<file path="src/rtl/ttmr_pkg.sv">
// shared types, code point constants and decode helpers for the tone mark rewriter
package ttmr_pkg;

	localparam int TTMR_QUEUE_DEPTH = 4;

	localparam logic [20:0] CP_TONE_FIRST     = 21'h00E48;
	localparam logic [20:0] CP_TONE_LAST      = 21'h00E4C;
	localparam logic [20:0] CP_ALT_TONE_FIRST = 21'h0F70A;
	localparam logic [20:0] CP_ALT_TONE_LAST  = 21'h0F70E;
	localparam logic [20:0] CP_SARA_AM        = 21'h00E33;
	localparam logic [20:0] CP_MAI_HAN_AKAT   = 21'h00E31;
	localparam logic [20:0] CP_SARA_I         = 21'h00E34;
	localparam logic [20:0] CP_SARA_UEE       = 21'h00E37;
	localparam logic [20:0] CP_MAITAIKHU      = 21'h00E47;
	localparam logic [20:0] CP_NIKHAHIT       = 21'h00E4D;
	localparam logic [20:0] CP_THAI_FIRST     = 21'h00E00;
	localparam logic [20:0] CP_THAI_LAST      = 21'h00E7F;
	localparam logic [20:0] CP_ASCII_FIRST    = 21'h00020;
	localparam logic [20:0] CP_ASCII_LAST     = 21'h0007E;
	localparam logic [20:0] CP_NEWLINE        = 21'h0000A;
	localparam logic [20:0] CP_DEGREE         = 21'h000B0;
	localparam logic [20:0] CP_MIDDLE_DOT     = 21'h000B7;
	localparam logic [20:0] CP_EN_DASH        = 21'h02013;
	localparam logic [20:0] CP_EM_DASH        = 21'h02014;
	localparam logic [20:0] CP_ELLIPSIS       = 21'h02026;
	localparam logic [20:0] CP_RIGHT_ARROW    = 21'h02192;

	localparam logic [15:0] TONE_OFFSET = 16'(CP_ALT_TONE_FIRST - CP_TONE_FIRST);

	// one code point on its way from the decoder to the encoder
	typedef struct packed {
		logic [15:0] point;
		logic        last;
		logic        nob;
	} token_t;

	function automatic logic renderable(input logic [20:0] cp);
		renderable = (cp >= CP_ASCII_FIRST && cp <= CP_ASCII_LAST) ||
			(cp >= CP_THAI_FIRST && cp <= CP_THAI_LAST) ||
			(cp >= CP_ALT_TONE_FIRST && cp <= CP_ALT_TONE_LAST) ||
			cp == CP_DEGREE || cp == CP_MIDDLE_DOT || cp == CP_EN_DASH ||
			cp == CP_EM_DASH || cp == CP_ELLIPSIS || cp == CP_RIGHT_ARROW ||
			cp == CP_NEWLINE;
	endfunction

	function automatic logic upper_vowel(input logic [15:0] cp);
		logic [20:0] w;
		w = {5'b0, cp};
		upper_vowel = w == CP_MAI_HAN_AKAT || (w >= CP_SARA_I && w <= CP_SARA_UEE) ||
			w == CP_NIKHAHIT || w == CP_MAITAIKHU;
	endfunction

	// tone mark moves to its raised glyph when asked to
	function automatic logic [15:0] tone_map(input logic [15:0] cp, input logic raise);
		logic [20:0] w;
		w = {5'b0, cp};
		if (raise && w >= CP_TONE_FIRST && w <= CP_TONE_LAST) begin
			tone_map = cp + TONE_OFFSET;
		end else begin
			tone_map = cp;
		end
	endfunction

	function automatic logic [2:0] lead_need(input logic [7:0] b);
		if (b[7] == 1'b0) begin
			lead_need = 3'd1;
		end else if (b[7:5] == 3'b110) begin
			lead_need = 3'd2;
		end else if (b[7:4] == 4'b1110) begin
			lead_need = 3'd3;
		end else if (b[7:3] == 5'b11110) begin
			lead_need = 3'd4;
		end else begin
			lead_need = 3'd1;
		end
	endfunction

	function automatic logic [20:0] assemble(input logic [7:0] b0, input logic [7:0] b1,
		input logic [7:0] b2, input logic [7:0] b3, input logic [2:0] need);
		case (need)
			3'd2: assemble = {10'b0, b0[4:0], b1[5:0]};
			3'd3: assemble = {5'b0, b0[3:0], b1[5:0], b2[5:0]};
			3'd4: assemble = {b0[2:0], b1[5:0], b2[5:0], b3[5:0]};
			default: assemble = {13'b0, b0};
		endcase
	endfunction

	function automatic logic [1:0] enc_len(input logic [15:0] cp);
		if (cp < 16'h0080) begin
			enc_len = 2'd1;
		end else if (cp < 16'h0800) begin
			enc_len = 2'd2;
		end else begin
			enc_len = 2'd3;
		end
	endfunction

endpackage

</file>
<file path="src/rtl/ttmr_front.sv">
// front end: utf-8 decode, filtering and tone mark lookahead
module ttmr_front import ttmr_pkg::*; (
	input  logic       clk,
	input  logic       arst_n,
	input  logic       in_valid,
	output logic       in_ready,
	input  logic [7:0] in_byte,
	input  logic       in_last,
	output logic       push_valid,
	output token_t     push_tok,
	input  logic       q_full
);

	typedef enum logic [1:0] {ST_RUN, ST_TAIL, ST_FIN} state_t;

	state_t      state_q;
	logic [7:0]  seq_q [3];
	logic [1:0]  seq_count_q;
	logic [2:0]  seq_need_q;
	logic [15:0] held_q;
	logic        held_valid_q;
	logic        prev_uv_q;
	logic [7:0]  tail_q [4];
	logic [2:0]  tail_n_q;
	logic [2:0]  tail_i_q;
	logic [15:0] pend_q;
	logic        pend_valid_q;

	logic        in_fire;
	logic [2:0]  lead_n;
	logic [20:0] run_cp;
	logic [7:0]  tc0, tc1, tc2, tc3;
	logic [2:0]  tail_need;
	logic        tail_full;
	logic [20:0] tail_cp;
	logic [2:0]  tail_len;
	logic [2:0]  tail_next;
	logic        take_en;
	logic [20:0] take_cp;
	logic [2:0]  take_len;
	logic        take_keep;
	logic [15:0] flush_pt;

	assign in_ready = (state_q == ST_RUN) && !q_full;
	assign in_fire  = in_valid && in_ready;
	assign lead_n   = lead_need(in_byte);

	// completing byte arrives on the input, earlier bytes come from storage
	assign run_cp = assemble(seq_q[0], (seq_need_q == 3'd2) ? in_byte : seq_q[1],
		(seq_need_q == 3'd3) ? in_byte : seq_q[2], in_byte, seq_need_q);

	// re-read of a cut-off sequence, one code point per cycle while the queue is not full
	assign tc0       = tail_q[tail_i_q[1:0]];
	assign tc1       = tail_q[2'(tail_i_q[1:0] + 2'd1)];
	assign tc2       = tail_q[2'(tail_i_q[1:0] + 2'd2)];
	assign tc3       = tail_q[2'(tail_i_q[1:0] + 2'd3)];
	assign tail_need = lead_need(tc0);
	assign tail_full = (tail_need != 3'd1) &&
		(({1'b0, tail_i_q} + {1'b0, tail_need}) <= {1'b0, tail_n_q});
	assign tail_cp   = tail_full ? assemble(tc0, tc1, tc2, tc3, tail_need) : {13'b0, tc0};
	assign tail_len  = tail_full ? tail_need : 3'd1;
	assign tail_next = tail_i_q + tail_len;

	always_comb begin
		take_en  = 1'b0;
		take_cp  = '0;
		take_len = 3'd1;
		case (state_q)
			ST_RUN: begin
				if (in_fire && !in_last) begin
					if (seq_count_q == 2'd0) begin
						if (lead_n == 3'd1) begin
							take_en = 1'b1;
							take_cp = {13'b0, in_byte};
						end
					end else if (({1'b0, seq_count_q} + 3'd1) >= seq_need_q) begin
						take_en  = 1'b1;
						take_cp  = run_cp;
						take_len = seq_need_q;
					end
				end
			end
			ST_TAIL: begin
				if (!q_full) begin
					take_en  = 1'b1;
					take_cp  = tail_cp;
					take_len = tail_len;
				end
			end
			default: ;
		endcase
	end

	assign take_keep = renderable(take_cp);
	assign flush_pt  = tone_map(held_q,
		prev_uv_q || (take_len == 3'd3 && take_cp == CP_SARA_AM));

	always_comb begin
		push_valid = 1'b0;
		push_tok   = '{point: flush_pt, last: 1'b0, nob: 1'b0};
		case (state_q)
			ST_RUN: begin
				push_valid = take_en && held_valid_q;
			end
			ST_TAIL: begin
				// during the final item the newest point waits in pend so it can carry last
				push_valid = take_en && held_valid_q && pend_valid_q;
				push_tok   = '{point: pend_q, last: 1'b0, nob: 1'b0};
			end
			ST_FIN: begin
				if (!q_full) begin
					if (held_valid_q) begin
						push_valid = pend_valid_q;
						push_tok   = '{point: pend_q, last: 1'b0, nob: 1'b0};
					end else begin
						push_valid = 1'b1;
						push_tok   = '{point: pend_q, last: 1'b1, nob: !pend_valid_q};
					end
				end
			end
			default: ;
		endcase
	end

	always_ff @(posedge clk or negedge arst_n) begin
		if (!arst_n) begin
			state_q      <= ST_RUN;
			seq_count_q  <= 2'd0;
			held_valid_q <= 1'b0;
			prev_uv_q    <= 1'b0;
			pend_valid_q <= 1'b0;
		end else begin
			if (take_en) begin
				held_valid_q <= take_keep;
				if (held_valid_q) begin
					prev_uv_q <= upper_vowel(held_q);
				end
				if (state_q == ST_TAIL && held_valid_q) begin
					pend_valid_q <= 1'b1;
				end
			end
			case (state_q)
				ST_RUN: begin
					if (in_fire) begin
						if (in_last) begin
							seq_count_q <= 2'd0;
							state_q     <= ST_TAIL;
						end else if (seq_count_q == 2'd0) begin
							if (lead_n != 3'd1) begin
								seq_count_q <= 2'd1;
							end
						end else if (take_en) begin
							seq_count_q <= 2'd0;
						end else begin
							seq_count_q <= seq_count_q + 2'd1;
						end
					end
				end
				ST_TAIL: begin
					if (take_en && tail_next == tail_n_q) begin
						state_q <= ST_FIN;
					end
				end
				ST_FIN: begin
					if (!q_full) begin
						if (held_valid_q) begin
							held_valid_q <= 1'b0;
							pend_valid_q <= 1'b1;
						end else begin
							state_q      <= ST_RUN;
							prev_uv_q    <= 1'b0;
							pend_valid_q <= 1'b0;
						end
					end
				end
				default: state_q <= ST_RUN;
			endcase
		end
	end

	always_ff @(posedge clk) begin
		if (take_en && take_keep) begin
			held_q <= take_cp[15:0];
		end
		if (take_en && state_q == ST_TAIL && held_valid_q) begin
			pend_q <= flush_pt;
		end
		if (state_q == ST_FIN && !q_full && held_valid_q) begin
			pend_q <= flush_pt;
		end
		if (in_fire) begin
			if (in_last) begin
				for (int k = 0; k < 3; k++) begin
					if (k < int'(seq_count_q)) begin
						tail_q[k] <= seq_q[k];
					end else begin
						tail_q[k] <= in_byte;
					end
				end
				tail_q[3] <= in_byte;
				tail_n_q <= {1'b0, seq_count_q} + 3'd1;
				tail_i_q <= 3'd0;
			end else if (seq_count_q == 2'd0) begin
				seq_q[0]   <= in_byte;
				seq_need_q <= lead_n;
			end else if (!take_en) begin
				seq_q[seq_count_q] <= in_byte;
			end
		end
		if (state_q == ST_TAIL && take_en) begin
			tail_i_q <= tail_next;
		end
	end

endmodule

</file>
<file path="src/rtl/ttmr_queue.sv">
// short token queue between decoder and encoder
module ttmr_queue import ttmr_pkg::*; #(
	parameter int DEPTH = TTMR_QUEUE_DEPTH
) (
	input  logic   clk,
	input  logic   arst_n,
	input  logic   push_valid,
	input  token_t push_tok,
	output logic   full,
	output logic   pop_valid,
	output token_t pop_tok,
	input  logic   pop
);

	localparam int PTR_W = $clog2(DEPTH);
	localparam int CNT_W = $clog2(DEPTH + 1);

	token_t             mem_q [DEPTH];
	logic [PTR_W-1:0]   wr_ptr_q;
	logic [PTR_W-1:0]   rd_ptr_q;
	logic [CNT_W-1:0]   count_q;
	logic               do_push;
	logic               do_pop;

	assign full      = count_q == CNT_W'(DEPTH);
	assign pop_valid = count_q != '0;
	assign pop_tok   = mem_q[rd_ptr_q];
	assign do_push   = push_valid && !full;
	assign do_pop    = pop && pop_valid;

	always_ff @(posedge clk or negedge arst_n) begin
		if (!arst_n) begin
			wr_ptr_q <= '0;
			rd_ptr_q <= '0;
			count_q  <= '0;
		end else begin
			if (do_push) begin
				wr_ptr_q <= (wr_ptr_q == PTR_W'(DEPTH - 1)) ? '0 : wr_ptr_q + PTR_W'(1);
			end
			if (do_pop) begin
				rd_ptr_q <= (rd_ptr_q == PTR_W'(DEPTH - 1)) ? '0 : rd_ptr_q + PTR_W'(1);
			end
			if (do_push && !do_pop) begin
				count_q <= count_q + CNT_W'(1);
			end else if (do_pop && !do_push) begin
				count_q <= count_q - CNT_W'(1);
			end
		end
	end

	always_ff @(posedge clk) begin
		if (do_push) begin
			mem_q[wr_ptr_q] <= push_tok;
		end
	end

endmodule

</file>
<file path="src/rtl/ttmr_back.sv">
// back end: utf-8 encoder feeding the output register
module ttmr_back import ttmr_pkg::*; (
	input  logic       clk,
	input  logic       arst_n,
	input  logic       pop_valid,
	input  token_t     pop_tok,
	output logic       pop,
	output logic       out_valid,
	input  logic       out_ready,
	output logic [7:0] out_byte,
	output logic       out_last,
	output logic       no_byte
);

	token_t     cur_q;
	logic       cur_valid_q;
	logic [1:0] idx_q;
	logic       out_valid_q;
	logic [7:0] out_byte_q;
	logic       out_last_q;
	logic       no_byte_q;

	logic       out_free;
	logic       adv;
	logic       done;
	logic [1:0] nb;
	logic [7:0] enc_byte;

	assign out_free = !out_valid_q || out_ready;
	assign nb       = cur_q.nob ? 2'd1 : enc_len(cur_q.point);
	assign adv      = cur_valid_q && out_free;
	assign done     = adv && (idx_q == nb - 2'd1);
	assign pop      = pop_valid && (!cur_valid_q || done);

	always_comb begin
		enc_byte = 8'h00;
		case (nb)
			2'd1: enc_byte = cur_q.nob ? 8'h00 : cur_q.point[7:0];
			2'd2: begin
				if (idx_q == 2'd0) begin
					enc_byte = {3'b110, cur_q.point[10:6]};
				end else begin
					enc_byte = {2'b10, cur_q.point[5:0]};
				end
			end
			2'd3: begin
				case (idx_q)
					2'd0: enc_byte = {4'b1110, cur_q.point[15:12]};
					2'd1: enc_byte = {2'b10, cur_q.point[11:6]};
					default: enc_byte = {2'b10, cur_q.point[5:0]};
				endcase
			end
			default: enc_byte = 8'h00;
		endcase
	end

	always_ff @(posedge clk or negedge arst_n) begin
		if (!arst_n) begin
			cur_valid_q <= 1'b0;
			out_valid_q <= 1'b0;
		end else begin
			if (pop) begin
				cur_valid_q <= 1'b1;
			end else if (done) begin
				cur_valid_q <= 1'b0;
			end
			if (out_free) begin
				out_valid_q <= adv;
			end
		end
	end

	always_ff @(posedge clk) begin
		if (pop) begin
			cur_q <= pop_tok;
			idx_q <= 2'd0;
		end else if (adv) begin
			idx_q <= idx_q + 2'd1;
		end
		if (adv) begin
			out_byte_q <= enc_byte;
			out_last_q <= cur_q.last && (idx_q == nb - 2'd1);
			no_byte_q  <= cur_q.nob;
		end
	end

	assign out_valid = out_valid_q;
	assign out_byte  = out_byte_q;
	assign out_last  = out_last_q;
	assign no_byte   = no_byte_q;

endmodule

</file>
<file path="src/rtl/thai_tone_mark_utf8_rewriter.sv">
// top level of the thai tone mark utf-8 rewriter
// Usage: feed a UTF-8 string one byte per item on in_valid/in_ready, in_last
// set on its final byte. Rewritten bytes leave on out_valid/out_ready, one
// byte per item; out_last marks the final item of the string, and an item
// with no_byte set only marks the end (out_byte is zero then).
// Throughput: one input byte per cycle while the string runs and the queue has
// room; the encoder sends one output byte per cycle unless out_ready stalls
// it, so a 3-byte Thai code point holds it longer; the token queue absorbs this.
// Path: a code point is held until the next one is decoded (tone mark
// lookahead); its first byte then passes the token queue, then the encoder
// into the output register before it shows on out_valid.
// On the final byte the front re-reads each code point of a cut-off sequence
// (at most four) and then flushes, with in_ready low meanwhile.
// Reset: arst_n clears all control state; the block is ready once reset is
// released, no clearing pass is needed.
// Stall: while out_ready is low the output item holds; the queue fills and
// then in_ready falls, so no item is lost or repeated.
module thai_tone_mark_utf8_rewriter import ttmr_pkg::*; #(
	parameter int QUEUE_DEPTH = TTMR_QUEUE_DEPTH
) (
	input  logic       clk,
	input  logic       arst_n,
	input  logic       in_valid,
	output logic       in_ready,
	input  logic [7:0] in_byte,
	input  logic       in_last,
	output logic       out_valid,
	input  logic       out_ready,
	output logic [7:0] out_byte,
	output logic       out_last,
	output logic       no_byte
);

	logic   push_valid;
	token_t push_tok;
	logic   q_full;
	logic   pop_valid;
	token_t pop_tok;
	logic   pop;

	ttmr_front u_front (
		.clk        (clk),
		.arst_n     (arst_n),
		.in_valid   (in_valid),
		.in_ready   (in_ready),
		.in_byte    (in_byte),
		.in_last    (in_last),
		.push_valid (push_valid),
		.push_tok   (push_tok),
		.q_full     (q_full)
	);

	ttmr_queue #(
		.DEPTH (QUEUE_DEPTH)
	) u_queue (
		.clk        (clk),
		.arst_n     (arst_n),
		.push_valid (push_valid),
		.push_tok   (push_tok),
		.full       (q_full),
		.pop_valid  (pop_valid),
		.pop_tok    (pop_tok),
		.pop        (pop)
	);

	ttmr_back u_back (
		.clk       (clk),
		.arst_n    (arst_n),
		.pop_valid (pop_valid),
		.pop_tok   (pop_tok),
		.pop       (pop),
		.out_valid (out_valid),
		.out_ready (out_ready),
		.out_byte  (out_byte),
		.out_last  (out_last),
		.no_byte   (no_byte)
	);

endmodule

</file>
<file path="config.mk">
export PLATFORM = sky130hd
export DESIGN_NAME = thai_tone_mark_utf8_rewriter
export DESIGN_NICKNAME = d
export VERILOG_FILES = /design/src/rtl/ttmr_pkg.sv /design/src/rtl/ttmr_front.sv /design/src/rtl/ttmr_queue.sv /design/src/rtl/ttmr_back.sv /design/src/rtl/thai_tone_mark_utf8_rewriter.sv
export SDC_FILE = /design/constraint.sdc
export NUM_CORES = 1
export LEC_CHECK = 0
export ABC_CLOCK_PERIOD_IN_PS = 13400
export BUFFER_PORTS_ARGS = -buffer_cell sky130_fd_sc_hd__buf_2
export CORE_MARGIN = 10
export CORE_UTILIZATION = 40
export CTS_CLUSTER_SIZE = 14
export DETAILED_ROUTE_END_ITERATION = 7
export PLACE_DENSITY_LB_ADDON = 0.12
export RECOVER_POWER = 25
export SLEW_MARGIN = 5
export SYNTH_ARGS = -nofsm -noshare
export SYNTH_HDL_FRONTEND = slang
export SYNTH_SLANG_ARGS = --single-unit
export TNS_END_PERCENT = 100
</file>
<file path="constraint.sdc">
create_clock -name clk -period 13.4 [get_ports clk]
set_clock_uncertainty 0.15 [all_clocks]
set_input_delay 2.01 -clock clk [delete_from_list [all_inputs] [get_ports clk]]
set_output_delay 2.01 -clock clk [all_outputs]
set_load 0.01 [all_outputs]
</file>
# Yosys cells after proc, flatten, opt, wreduce, memory -nomap -nowiden
# Memories as Yosys holds them, arrays and structs flattened. A register that Yosys moved wholly into a read port is not among the register bits.
# Cells that the tools add are included.
# totals
register_bits,69
ram_bits,128
inputBits,13
out_inout_bits,12
wordCells,291
n_memories,3
# classes
add_sub_neg,14
n_lt_le_gt_ge,17
n_eq_ne,44
n_mux,125
bitwise_logic,4
n_reduce_logical,65
# mem_list
name,words,word_bits,read_ports,rd_ports_with_merged_regs,write_ports,line_no,rtl
u_queue.mem_q,4,18,1,1,1,ttmr_queue.sv:18,token_t mem_q [DEPTH];
u_front.tail_q,4,8,4,1,4,ttmr_front.sv:23,logic [7:0] tail_q [4];
u_front.seq_q,3,8,3,0,1,ttmr_front.sv:17,logic [7:0] seq_q [3];
# ops
cell,n
21-bit one-hot mux with 3 select lines,2
21-bit 2-to-1 mux,5
"21-bit by 14-bit equality test with 1-bit output, second input constant",4
1-bit 2-to-1 mux,63
3-bit 2-to-1 mux,18
"16-bit by 12-bit equality test with 1-bit output, second input constant",3
16-bit 2-to-1 mux,3
8-bit 2-to-1 mux,6
"21-bit by 8-bit equality test with 1-bit output, second input constant",2
21-bit one-hot mux with 2 select lines,1
18-bit one-hot mux with 2 select lines,1
"16-bit by 12-bit >= comparator with 1-bit output, second input constant",2
"16-bit by 12-bit <= comparator with 1-bit output, second input constant",2
2-bit 2-to-1 mux,16
1-bit logical AND,28
8-bit one-hot mux with 3 select lines,1
"21-bit by 12-bit equality test with 1-bit output, second input constant",1
"21-bit by 4-bit equality test with 1-bit output, second input constant",1
"21-bit by 12-bit >= comparator with 1-bit output, second input constant",1
"21-bit by 16-bit >= comparator with 1-bit output, second input constant",1
"21-bit by 6-bit >= comparator with 1-bit output, second input constant",1
"21-bit by 12-bit <= comparator with 1-bit output, second input constant",1
"21-bit by 16-bit <= comparator with 1-bit output, second input constant",1
"21-bit by 7-bit <= comparator with 1-bit output, second input constant",1
other kinds (47),104

# Depth between registers and ports, before layout
# depth
word_depth,26
mapped_depth,23

# Hierarchy
# A second synthesis with hierarchy kept.
# hier_totals
cells_unflattened,813
hier_area_um2,11287.1
# modules_own_cells
mod,n_inst,cells_each,area_each_um2
ttmr_front,1,584,6805.3
ttmr_queue,1,131,3049.2
ttmr_back,1,98,1432.6

# Worst setup path after synthesis
# No wires, ideal clock.
# synth_timing
kind,register to register
from,register (tool-made name)
to,register u_front.held_q[0] (enable)
setup_ns,0.377
t_arrival_ns,5.059
setup_slack_ns,7.815
stages_incl_launch_ff,18
path_cell_list,dfxtp_1 buf_6 mux4_2 buf_6 clkbuf_1 nand2_1 nand2_1 ha_1 fa_1 xor2_1 ha_1 a31oi_1 a211oi_1 and4_1 or4_4 or4b_4 or2_2 nand4b_1
# synth_rtl
element,line_no,rtl
end signal: assignment,ttmr_front.sv:183,held_q <= take_cp[15:0];
end: declaration,ttmr_front.sv:20,logic [15:0] held_q;

==> key figures <==
Global routing
  – GR Util All Layers: 17.6%
  – Largest net degree at the start of global routing: 26
  – First-pass GRT wire length: 48100 um
  – Initial antenna violation count: 1
  – Total gr overflow: 0
  – Via count of the first global-routing pass: 7455

Hold path
  – Worst Hold Class: register to register
  – HP Start: u_back.cur_valid_q
  – Min-Delay Endpoint: u_back.cur_valid_q
  – Hold depth: 2

Placed design
  – Cell area after placement: 0.0116 mm2
  – Pre-CTS setup slack: 6.41 ns
  – Total placed cells including tap cells: 1204
  – Input/output buffers: 24
  – Final GP Congestion: 0.935
  – HPWL after DPL: 23100 um

Routing
  – Via count: 7569
  – Routed len/inst: 25.2 um
  – DR iter-0 viols: ~730
  – Drt pass-1 iters: 5
  – Routed WL: approximately 32000 um
  – Remaining DRCs: 0
  – DR vias/cell: 6.05
  – Post-DRT Antenna Nets: 0

Power and ir drop
  – P per Cell Area: 249 mW/mm2
  – Leak: 4.39 nW
  – Worst VDD drop: 105 uV
  – Total design power: 3.10 mW

Setup path
  – Crit Path Max Fanout: 16
  – Crit path buf inv count: 0
  – Data arrival, critical path: a little under 7 ns
  – Worst path max stage delay: about 0.9 ns
  – Top Family by Delay on Critical Path: compound AO/OA/AOI/OAI gates
  – Worst Path Required: 13.26 ns
  – CP max stage cell: a211oi_1
  – Reg-to-Reg End: u_front.held_q[4]
  – R2R setup slack: between 6 and 7 ns
  – Endpoint class of the critical path: register
  – Crit path cell chain: mux4_2 > nand3b_1 > nand2_1 > nand2_1 > ha_1 > fa_1 > xor2_1 > ha_1 > nor2_1 > a31oi_1 > a211oi_1 > a32oi_1 > o22ai_1 > nand3_1 > o21ai_0 > o41a_1 > nand4b_1
  – R2R depth: 17
  – Crit Path Class: register to register
  – CP Launch Type: register

Yosys
  – Top cell type by total area after synthesis: edfxtp_1
  – Post-Syn Area: about 0.011 mm2
  – Cell with the most instances after synthesis: edfxtp_1
  – Ys flop type: edfxtp_1
  – Avg Cell Area, Syn: 13.3 um2
  – Register area share after synthesis: 57.5%
  – Ys Warns: 0
  – Post-synth EDFFs: slightly below 200
  – #FFs+latches synth: approximately 220
  – Syn nets: 880
  – Yosys cell types: 76
  – Top cells by area, synth: edfxtp_1 (53%), mux4_2 (7.5%), dfrtp_1 (3.6%)
  – Asr flop ratio synth: under 10%
  – Cells after synthesis: between 800 and 900
  – Top cells by count, synth: edfxtp_1 (197), nand2_1 (59), nor2_1 (48), mux4_2 (37), inv_1 (36)
  – Share of the synthesized area in the top cell type: 53.2%

Clocking
  – Htree depth: 1
  – CTS Hold Bufs: 0
  – CTS tree: done
  – CTS clk-pin slew, worst paths: 0.06 ns
  – Root Driver: clkbuf_16
  – Post_cts resized: 0
  – Clock Tree Buf Depth: 3
  – CTS Buf Count: 26
  – Skew-Pair Late Insertion Delay: 0.54 ns
  – Clock Sinks: 217
  – Post-CTS setup buffers: 0

Timing
  – RSZ-0062 raised after global routing: no
  – Final period util: 52.8%
  – Setup TNS: 0 ns
  – Post-route minimum period: 7.08 ns
  – Final setup fails: 0
  – Normalized max-slew margin: 20.3%
  – Final worst slack: 6.32 ns
  – Worst-margin pin slew: 1.20 ns
  – Max Clock Freq: about 140 MHz
  – Final Hold Violating Endpoints: 0
  – Final Max Slew Viols: 0

Final layout
  – Synthesis-to-finish area growth: 12.0%
  – Ant diodes: 0
  – NumNets Final: around 900
  – Fillers: 2443
  – Multi-input gate area: 0.00445 mm2
  – Share of layout cells above drive strength 1: 17.7%
  – Design area: 0.0125 mm2
  – Layout Cells excl Fill: about 1300
  – Seq. cell area: 0.00640 mm2

Floorplan
  – I/O pin count: 25
  – Rows: 60
  – Die Wd: 187 um
  – Total core area: 0.0272 mm2
  – Die footprint: 0.0349 mm2
  – Starting density of the core: around 41%
  – Die Y: 187 um

Flow run
  – MaxCap Viol Count: 0

Outcome
  – Run status: complete, no violations
[tightest hold or removal path, delay by kind of cell (launching register included)]
| kind | cells | cell delay (ns) |
|---|---|---|
| flip-flops | 1 | 0.37 |
| AND/OR/NAND/NOR | 2 | 0.11 |
[worst max path at each step]
stage                     startpoint  slack (ns)                 end  depth (start not counted)
after global routing        register        5.89   u_front.held_q[4]                         17
after detailed placement    register        6.41   u_front.held_q[9]                         17
after CTS                   register        6.40   u_front.held_q[4]                         17
after floorplan             register        7.81   u_front.held_q[0]                         17
after global placement      register        6.69  u_front.held_q[12]                         18
final                       register        6.32   u_front.held_q[4]                         17
[flip-flops by register name, indices dropped and copies added (netlist names), 2 cells and up, named ones only]
register and flops:
u_front.state_q 2, u_back.cur_q 18, u_front.tail_q 32, u_queue.count_q 3, u_queue.rd_ptr_q 2, u_front.held_q 16, u_queue.wr_ptr_q 2, u_front.seq_count_q 2
u_back.idx_q 2, u_back.out_byte 8, u_front.seq_q 24, u_front.pend_q 16, u_front.tail_n_q 3, u_front.tail_i_q 3, u_front.seq_need_q 3, u_queue.mem_q 72
[area by class of cell]
cell class	count	area share, %
inverters	36	1.08
repair buffers	33	1.39
clock inverters	16	1.35
flip-flops and latches	217	51.3
clock buffers	32	5.40
well taps	372	3.74
multi-input cells	546	35.7
[per-stage QoR]
step                util (%)  hold WS [ns]
finish                  45.8         0.360
global route            45.8         0.381
CTS                     45.9         0.365
detailed placement      42.8         0.346
global placement        42.8         0.343
floorplan                  -         0.316
[power by group]
part	internal [mW]	switching [mW]
Combinational	0.459	0.809
Clock	0.400	0.279
Sequential	1.02	0.130
[routing by layer]
layer / routed length, um / part of all wire (%) / vias to the layer above / global-route usage [%]
met5: 0 / 0 / - / 0
met1: 15300 / 48 / 3815 / 26.8
met2: 13400 / 42 / 367 / 25.4
met3: 2490 / 7.9 / 40 / 3.35
met4: 425 / 1.3 / 0 / 3.50
li1: - / - / 3347 / -
[placed cells by master (no fill, tap or decap), types with 18 or more instances in the layout]
cell / n
a21oi_1: 25
inv_1: 36
nand2_1: 59
ha_1: 28
mux4_2: 37
clkbuf_16: 26
nor2_1: 48
edfxtp_1: 197
nand3_1: 18
o21ai_0: 35
a22o_1: 22
mux2_2: 33
[cell families after synthesis]
kind of cell	synth area share [%]
AOI/OAI and AO/OA	11.5
xor gates and xnor gates	1.02
adders and majority gates	3.69
buffers and inverters	2.65
DFF	57.5
muxes	11.8
and+or+nand+nor	11.9
Note: power is estimated with default switching activity, not from simulation.
